===== src/rtl/modexp_pkg.sv =====
// ----------------------------------------------------------------------------
// Modular exponentiation package
// Field widths, register map and the status bundle of the shared
// modular multiplier.
// ----------------------------------------------------------------------------
package modexp_pkg;

    // Width of the base, exponent, modulus and result fields.
    localparam int FIELD_BITS = 31;

    // APB register map: one register at byte address 0.
    localparam int APB_ADDR_BITS = 3;
    localparam int APB_DATA_BITS = 32;
    localparam logic [0:0] REG_MODULUS = 1'b0;

    // Status of the shared modular multiplier.
    typedef struct packed {
        logic busy;
        logic done;
    } mm_status_t;

endpackage


===== src/rtl/modexp_mulmod.sv =====
// ----------------------------------------------------------------------------
// Modular multiplier
// Computes (a * b) mod m with one full multiply followed by a restoring
// remainder that takes one product bit per cycle.
// ----------------------------------------------------------------------------
module modexp_mulmod #(
    parameter int OPERAND_BITS = 31
) (
    input  logic                           aclk,
    input  logic                           aresetn,
    input  logic                           start,
    input  logic [OPERAND_BITS-1:0]        op_a,
    input  logic [OPERAND_BITS-1:0]        op_b,
    input  logic [OPERAND_BITS-1:0]        op_m,
    output modexp_pkg::mm_status_t         status,
    output logic [OPERAND_BITS-1:0]        result
);
    import modexp_pkg::*;

    localparam int PROD_BITS = 2 * OPERAND_BITS;
    localparam int CNT_BITS  = $clog2(PROD_BITS);
    localparam logic [CNT_BITS-1:0] CNT_LAST = CNT_BITS'(PROD_BITS - 1);

    typedef enum logic [1:0] {
        ST_IDLE,
        ST_MUL,
        ST_RED
    } state_t;

    state_t                  state_reg;
    logic                    done_reg;
    logic [CNT_BITS-1:0]     cnt_reg;
    logic [OPERAND_BITS-1:0] a_reg;
    logic [OPERAND_BITS-1:0] b_reg;
    logic [OPERAND_BITS-1:0] m_reg;
    logic [PROD_BITS-1:0]    prod_reg;
    logic [OPERAND_BITS-1:0] rem_reg;

    logic [OPERAND_BITS:0]   shifted;
    logic [OPERAND_BITS:0]   diff;
    logic [OPERAND_BITS-1:0] rem_next;

    // The remainder stays below m, so after shifting in one bit it is below
    // 2m and a single compare and subtract restores it.
    always_comb begin
        shifted = {rem_reg, prod_reg[PROD_BITS-1]};
        diff    = shifted - {1'b0, m_reg};
        if (shifted >= {1'b0, m_reg}) begin
            rem_next = diff[OPERAND_BITS-1:0];
        end else begin
            rem_next = shifted[OPERAND_BITS-1:0];
        end
    end

    always_ff @(posedge aclk) begin
        if (!aresetn) begin
            state_reg <= ST_IDLE;
            done_reg  <= 1'b0;
            cnt_reg   <= '0;
        end else begin
            done_reg <= 1'b0;
            case (state_reg)
                ST_IDLE: begin
                    if (start) begin
                        a_reg     <= op_a;
                        b_reg     <= op_b;
                        m_reg     <= op_m;
                        state_reg <= ST_MUL;
                    end
                end
                ST_MUL: begin
                    prod_reg  <= PROD_BITS'(a_reg) * PROD_BITS'(b_reg);
                    rem_reg   <= '0;
                    cnt_reg   <= '0;
                    state_reg <= ST_RED;
                end
                ST_RED: begin
                    rem_reg  <= rem_next;
                    prod_reg <= {prod_reg[PROD_BITS-2:0], 1'b0};
                    cnt_reg  <= cnt_reg + 1'b1;
                    if (cnt_reg == CNT_LAST) begin
                        done_reg  <= 1'b1;
                        state_reg <= ST_IDLE;
                    end
                end
                default: begin
                    state_reg <= ST_IDLE;
                end
            endcase
        end
    end

    assign status.busy = (state_reg != ST_IDLE);
    assign status.done = done_reg;
    assign result      = rem_reg;

endmodule


===== src/rtl/modular_exponentiation.sv =====
// ----------------------------------------------------------------------------
// Modular exponentiation
// Returns base to the exponent modulo a programmed modulus, using
// right-to-left square and multiply on a shared modular multiplier.
// ----------------------------------------------------------------------------
// Usage: program the modulus over the APB port (register 0 at byte address
// 0) while the block is idle; it resets to 1, and a modulus whose low
// OPERAND_BITS bits are zero acts as 1. Each input item carries s_base and
// s_exponent; exactly one item with m_power_mod comes back for each.
// Only the low OPERAND_BITS bits of the operands are used.
// A zero exponent returns 1 with no product on the multiplier. Otherwise
// every modular product runs through the bit-serial remainder of the
// shared multiplier. An item needs one product to reduce the base, one
// per set exponent bit and one square per bit below the top set bit, so
// up to 2*OPERAND_BITS products.
// Throughput: one item at a time; s_ready is high only while the sequencer
// is idle. A finished result waits in the output register while the next
// item is already accepted; if the receiver stalls, the sequencer holds the
// following result until the output register frees up.
// Reset clears the sequencer, the output valid and sets the modulus to 1.
// ----------------------------------------------------------------------------
module modular_exponentiation #(
    parameter int OPERAND_BITS = 31
) (
    input  logic                                   aclk,
    input  logic                                   aresetn,
    // APB configuration port
    input  logic                                   psel,
    input  logic                                   penable,
    input  logic                                   pwrite,
    input  logic [modexp_pkg::APB_ADDR_BITS-1:0]   paddr,
    input  logic [modexp_pkg::APB_DATA_BITS-1:0]   pwdata,
    output logic [modexp_pkg::APB_DATA_BITS-1:0]   prdata,
    output logic                                   pready,
    // Input channel
    input  logic                                   s_valid,
    output logic                                   s_ready,
    input  logic [modexp_pkg::FIELD_BITS-1:0]      s_base,
    input  logic [modexp_pkg::FIELD_BITS-1:0]      s_exponent,
    // Result channel
    output logic                                   m_valid,
    input  logic                                   m_ready,
    output logic [modexp_pkg::FIELD_BITS-1:0]      m_power_mod
);
    import modexp_pkg::*;

    localparam int OB = OPERAND_BITS;
    localparam logic [OB-1:0] ONE = OB'(1);

    typedef enum logic [2:0] {
        ST_IDLE,
        ST_BASE,
        ST_STEP,
        ST_MULT,
        ST_SQUARE,
        ST_FINISH
    } state_t;

    state_t                  state_reg;
    logic [FIELD_BITS-1:0]   modulus_reg;
    logic [OB-1:0]           m_reg;
    logic [OB-1:0]           b_reg;
    logic [OB-1:0]           e_reg;
    logic [OB-1:0]           acc_reg;
    logic                    mm_start_reg;
    logic [OB-1:0]           mm_a_reg;
    logic [OB-1:0]           mm_b_reg;
    logic                    m_valid_reg;
    logic [FIELD_BITS-1:0]   m_power_mod_reg;

    mm_status_t              mm_status;
    logic [OB-1:0]           mm_result;
    logic [OB-1:0]           mod_trim;
    logic [OB-1:0]           mod_eff;
    logic                    cfg_write;
    logic                    out_free;

    // ------------------------------------------------------------------
    // Configuration port
    // ------------------------------------------------------------------
    assign pready    = 1'b1;
    assign cfg_write = psel && penable && pwrite && (paddr[2] == REG_MODULUS);

    always_comb begin
        if (paddr[2] == REG_MODULUS) begin
            prdata = APB_DATA_BITS'(modulus_reg);
        end else begin
            prdata = '0;
        end
    end

    always_ff @(posedge aclk) begin
        if (!aresetn) begin
            modulus_reg <= FIELD_BITS'(1);
        end else if (cfg_write) begin
            modulus_reg <= pwdata[FIELD_BITS-1:0];
        end
    end

    assign mod_trim = modulus_reg[OB-1:0];
    assign mod_eff  = (mod_trim == '0) ? ONE : mod_trim;

    // ------------------------------------------------------------------
    // Shared modular multiplier
    // ------------------------------------------------------------------
    modexp_mulmod #(
        .OPERAND_BITS (OB)
    ) u_mulmod (
        .aclk    (aclk),
        .aresetn (aresetn),
        .start   (mm_start_reg),
        .op_a    (mm_a_reg),
        .op_b    (mm_b_reg),
        .op_m    (m_reg),
        .status  (mm_status),
        .result  (mm_result)
    );

    // ------------------------------------------------------------------
    // Sequencer
    // ------------------------------------------------------------------
    assign s_ready  = (state_reg == ST_IDLE);
    assign out_free = !m_valid_reg || m_ready;

    always_ff @(posedge aclk) begin
        if (!aresetn) begin
            state_reg    <= ST_IDLE;
            mm_start_reg <= 1'b0;
            m_valid_reg  <= 1'b0;
        end else begin
            mm_start_reg <= 1'b0;
            // A finished item refills the output register in the same cycle
            // that the waiting one is taken.
            if ((state_reg == ST_FINISH) && out_free) begin
                m_valid_reg <= 1'b1;
            end else if (m_ready) begin
                m_valid_reg <= 1'b0;
            end
            case (state_reg)
                ST_IDLE: begin
                    if (s_valid) begin
                        m_reg   <= mod_eff;
                        b_reg   <= s_base[OB-1:0];
                        e_reg   <= s_exponent[OB-1:0];
                        acc_reg <= ONE;
                        if (s_exponent[OB-1:0] == '0) begin
                            state_reg <= ST_FINISH;
                        end else begin
                            // Reduce the base first as base * 1 mod m.
                            mm_a_reg     <= s_base[OB-1:0];
                            mm_b_reg     <= ONE;
                            mm_start_reg <= 1'b1;
                            state_reg    <= ST_BASE;
                        end
                    end
                end
                ST_BASE: begin
                    if (mm_status.done) begin
                        b_reg     <= mm_result;
                        state_reg <= ST_STEP;
                    end
                end
                ST_STEP: begin
                    // A set low bit is consumed by a multiply, then the
                    // base is squared while higher bits remain.
                    if (e_reg == '0) begin
                        state_reg <= ST_FINISH;
                    end else if (e_reg[0]) begin
                        mm_a_reg     <= acc_reg;
                        mm_b_reg     <= b_reg;
                        mm_start_reg <= 1'b1;
                        state_reg    <= ST_MULT;
                    end else begin
                        mm_a_reg     <= b_reg;
                        mm_b_reg     <= b_reg;
                        mm_start_reg <= 1'b1;
                        state_reg    <= ST_SQUARE;
                    end
                end
                ST_MULT: begin
                    if (mm_status.done) begin
                        acc_reg   <= mm_result;
                        e_reg[0]  <= 1'b0;
                        state_reg <= ST_STEP;
                    end
                end
                ST_SQUARE: begin
                    if (mm_status.done) begin
                        b_reg     <= mm_result;
                        e_reg     <= e_reg >> 1;
                        state_reg <= ST_STEP;
                    end
                end
                ST_FINISH: begin
                    if (out_free) begin
                        m_power_mod_reg <= FIELD_BITS'(acc_reg);
                        state_reg       <= ST_IDLE;
                    end
                end
                default: begin
                    state_reg <= ST_IDLE;
                end
            endcase
        end
    end

    assign m_valid     = m_valid_reg;
    assign m_power_mod = m_power_mod_reg;

    // ------------------------------------------------------------------
    // Assertions
    // ------------------------------------------------------------------
    a_idle_unit_free: assert property (@(posedge aclk) disable iff (!aresetn)
        (state_reg == ST_IDLE) |-> !mm_status.busy)
        else $error("multiplier busy while the sequencer is idle");

    a_done_expected: assert property (@(posedge aclk) disable iff (!aresetn)
        mm_status.done |->
            (state_reg == ST_BASE) || (state_reg == ST_MULT) || (state_reg == ST_SQUARE))
        else $error("multiplier finished with no product pending");

    a_product_reduced: assert property (@(posedge aclk) disable iff (!aresetn)
        mm_status.done |-> (mm_result < m_reg))
        else $error("multiplier result not reduced below the modulus");

    a_acc_range: assert property (@(posedge aclk) disable iff (!aresetn)
        (state_reg == ST_STEP) |-> (acc_reg < m_reg) || (acc_reg == ONE))
        else $error("running result out of range");

endmodule


===== config.mk =====
export PLATFORM = sky130hd
export DESIGN_NAME = modular_exponentiation
export DESIGN_NICKNAME = d
export VERILOG_FILES = /design/src/rtl/modexp_pkg.sv /design/src/rtl/modexp_mulmod.sv /design/src/rtl/modular_exponentiation.sv
export SDC_FILE = /design/constraint.sdc
export NUM_CORES = 2
export LEC_CHECK = 0
export BUFFER_PORTS_ARGS = -buffer_cell sky130_fd_sc_hd__buf_2
export CAP_MARGIN = 10
export CORE_AREA = 2 2 360 362
export CTS_CLUSTER_SIZE = 28
export DETAILED_ROUTE_END_ITERATION = 10
export DIE_AREA = 0 0 362 364
export GPL_TIMING_DRIVEN = 0
export PLACE_DENSITY_LB_ADDON = 0.05
export SYNTH_ARGS = -nofsm -noshare
export SYNTH_HDL_FRONTEND = slang
export SYNTH_SLANG_ARGS = --single-unit

===== constraint.sdc =====
create_clock -name aclk -period 7.65 [get_ports aclk]
set_input_delay 0.765 -clock aclk [delete_from_list [all_inputs] [get_ports aclk]]
set_output_delay 0.765 -clock aclk [all_outputs]
set_load 0.05 [all_outputs]

==> run summary <==
The run finished, with violations left. The final reports fail on negative setup slack. The number of slew-limit violations in the final report came out at 0.

The final routed DRC violation total came out at 0. The fraction of final layout cells with drive strength greater than 1 came out at 0.155. The clock arrives with 27.0 ps of skew. Summing over every cut layer, the via total after detailed routing is 36985. For this run, the leading register cell type out of synthesis is sky130_fd_sc_hd__edfxtp_1. In this run the remaining antenna-violating nets after routing total 0. Across the run, the number of max-cap violations was 0. After floorplanning, the core was sized to cover 0.128 sq mm.

The cell class contributing the biggest share of worst-path delay is adder cells. The count of unique library cells instantiated by Yosys came out at 83. Setup repair after global routing could not meet its margin everywhere. The slack of the critical path came out at -7.33 ps. The number of placement rows came out at 132. For the pin with the worst max-slew slack, the measured transition is 1100 ps.

The die outline area came out at 0.132 sq mm. The number of buffers created by CTS is 52. The number of top-level pins is 170.

The hold-fix buffer count after cts came out at 0. The area added between synthesis and finish is 16.1%. The signal arrival time at the worst endpoint came out at 8020 ps. The count of nets after finishing came out at 6572. The count of TritonRoute iterations in the first routing pass is 5.

The final weighted congestion in routability-driven placement is 0.968. The die is 364 um tall. The placed wire-length estimate is 150000 um. The chip width came out at 362 um. The total overflow left after global routing is 0.

The total routing usage reported by global routing is 0.281. The number of buffer and inverter stages on the critical path came out at 4. Of all nets on the critical path, the largest fanout is 7. The root buffer cell is sky130_fd_sc_hd__clkbuf_16. The CTS clock-pin slew for the worst setup and hold paths came out at 60 ps. The sequential fraction of the synthesis area is 0.256. The gate count after technology mapping is 5006.

The number of instances in the placed design is 6861. The area of placed instances came out at 0.0540 sq mm. The starting DRC count in detailed routing came out at 2415.

The slowest stage of the critical path belongs to the cell sky130_fd_sc_hd__fa_2. The required time reported for the critical path endpoint came out at 8020 ps. Counting stages on the worst path, the most repeated cell is sky130_fd_sc_hd__fa_2. Yosys attributes the largest share of cell area to sky130_fd_sc_hd__fa_1, sky130_fd_sc_hd__edfxtp_1, sky130_fd_sc_hd__ha_1, sky130_fd_sc_hd__and2_1, sky130_fd_sc_hd__inv_1. The worst pin sits at a relative slew slack of 0.269.

The netlist area before placement came out at 0.0508 sq mm. Of the available clock period, the critical path in the final layout requires 1.00. The post-synth net total is 6239. The latest clock arrival within the worst-skew pair came out at 630 ps. The via count normalized by instance count came out at 5.23. The pin count of the biggest net entering global routing came out at 63. The minimum setup slack after placement is -1670 ps. The number of flip-flops under the largest register name came out at 62. For this run, the share of the core covered by cells in the final layout is 0.460.

The wire length per cell after detailed routing came out at 26.1 um. The final wirelength is 184000 um. Walking the worst path, the cells encountered are clkbuf_16 -> and2_4 -> fa_1 -> inv_2 -> fa_2 -> fa_2 -> fa_2 -> inv_2 -> fa_2 -> fa_2 -> fa_2 -> fa_2 -> ha_4 -> and4_4 -> and2_4 -> nand3_4 -> a211oi_4 -> nor2_1 -> o211a_1 -> o21ai_4 -> buf_6 -> xnor2_2 -> o21ai_1. By count the netlist is led by sky130_fd_sc_hd__fa_1, sky130_fd_sc_hd__inv_1, sky130_fd_sc_hd__nand2_1. sky130_fd_sc_hd__fa_1 is the most common cell in the netlist. In this run, synthesis produced a sequential element count of 448.

The longest clock path from root to sink contains 3 buffers. The total of endpoints with negative setup slack in the final report came out at 1. The global-route wire length before repair is 265000 um. The maximum clock rate came out at 131 MHz. The synthesized area divided by synthesized cell count is 10.1 sq um.

Of the post-synthesis cell area, the dominant cell type holds 0.330. The number of global-route vias before repair is 39081. The number of hold violations in the final report came out at 0. The clock tree from TritonCTS is yes. The async set-or-reset flop fraction in the synthesized netlist came out at 0. The depth of the CTS H-tree is 2.

By startpoint and endpoint, the worst setup path is classified as reg -> reg. The total number of clock tree sinks came out at 448. The non-filler instance count after layout came out at 7068. The delay of the slowest critical-path stage is 620 ps. The largest total area in the synthesized netlist belongs to sky130_fd_sc_hd__fa_1.

The finished layout cell area is 0.0590 sq mm. The critical path startpoint category is a flip-flop. The number of warnings printed during yosys synthesis came out at 0. The initial core utilization came out at 0.396. The worst setup path is captured at a flip-flop. The initial antenna violation count came out at 13.

The number of flops mapped to enable cells by yosys came out at 403. Input and output buffers added on the ports amount to 163. The worst hold path belongs to the class in -> reg.

The worst path in the final design needs a cycle of 7660 ps, including I/O delays and setup.
logic make-up (layout without fill, tap and decap cells):
group / after synthesis / in the layout / synth area share
AND/OR/NAND/NOR: 1588 / 1588 / 0.157
buffers and inverters: 1150 / 1525 / 0.0856
adder cells (fa/ha/maj): 1129 / 1129 / 0.402
AO/OA/AOI/OAI: 517 / 517 / 0.0654
flip-flops: 448 / 448 / 0.256
multiplexers: 99 / 99 / 0.0211
XOR/XNOR: 73 / 73 / 0.0126
other: 2 / 14 / 0.000148
area by class of cell:
class,instances,area (sq um)
fillers,12388,69300
multi-input cells,3408,34500
flip-flops and latches,448,13000
inverters,821,3080
plain buffers,317,2460
well taps,1675,2100
repair buffers,291,2060
clock buffers,72,1470
clock inverters,24,290
diodes,12,30.0
per-stage QoR:
| step | hold WS (ps) | TNS [ps] |
|---|---|---|
| 2_1_floorplan | 400 | 0 |
| 3_3_place_gp | 400 | -111060 |
| 3_5_place_dp | 405 | -42040 |
| 4_1_cts | 324 | -113 |
| 5_1_grt | 357 | -658 |
| 6_report | 361 | -7.33 |
placed cells by master, fill, tap and decap left out, types with 64 or more instances in the layout:
master                      count
sky130_fd_sc_hd__mux2_2        64
sky130_fd_sc_hd__inv_1        805
sky130_fd_sc_hd__clkbuf_1     131
sky130_fd_sc_hd__buf_4        118
sky130_fd_sc_hd__ha_1         275
sky130_fd_sc_hd__and2_1       519
sky130_fd_sc_hd__fa_1         792
sky130_fd_sc_hd__a21oi_1      144
sky130_fd_sc_hd__o21ai_0       79
sky130_fd_sc_hd__clkbuf_16     67
sky130_fd_sc_hd__edfxtp_1     403
sky130_fd_sc_hd__nand2_1      652
sky130_fd_sc_hd__buf_2        186
sky130_fd_sc_hd__nor2_1       106
path summary, 6_finish.rpt:
kind	from	depth (start not counted)	slack, ps	to
min reg2reg	mm_a_reg[25]$_DFFE_PP_	0	410	u_mulmod.a_reg[25]$_DFFE_PP_
min	pwdata[0]	3	360	mod_trim[0]$_SDFFE_PN1P_
max	u_mulmod.a_reg[19]$_DFFE_PP_	23	-7	u_mulmod.prod_reg[53]$_DFFE_PP_
max reg2reg	u_mulmod.a_reg[19]$_DFFE_PP_	23	-7	u_mulmod.prod_reg[53]$_DFFE_PP_
metal layers:
layer  global-route usage  part of all wire  vias up
met5                    0          0.000076        -
met4                0.158             0.071        2
met3               0.0316             0.051      411
met2                0.495              0.49     1171
met1                0.336              0.38    18935
li1                     -                 -    16466
worst min-delay path, cell delays in order:
cell,delay [ps]
sky130_fd_sc_hd__buf_2,70
sky130_fd_sc_hd__nand2_1,50
sky130_fd_sc_hd__nand3_1,70
what timing repair did:
| item | CTS | global route |
|---|---|---|
| buffers inserted | 73 | 37 |
| setup endpoints to repair | 42 | 33 |
| gates resized for setup | 516 | 257 |
| pin swaps | 78 | 112 |
| gates cloned | 2 | 1 |
Power is left out: the tool's default activity adds up to more than one toggle a clock period on the data nets, which glitch-free logic cannot reach.
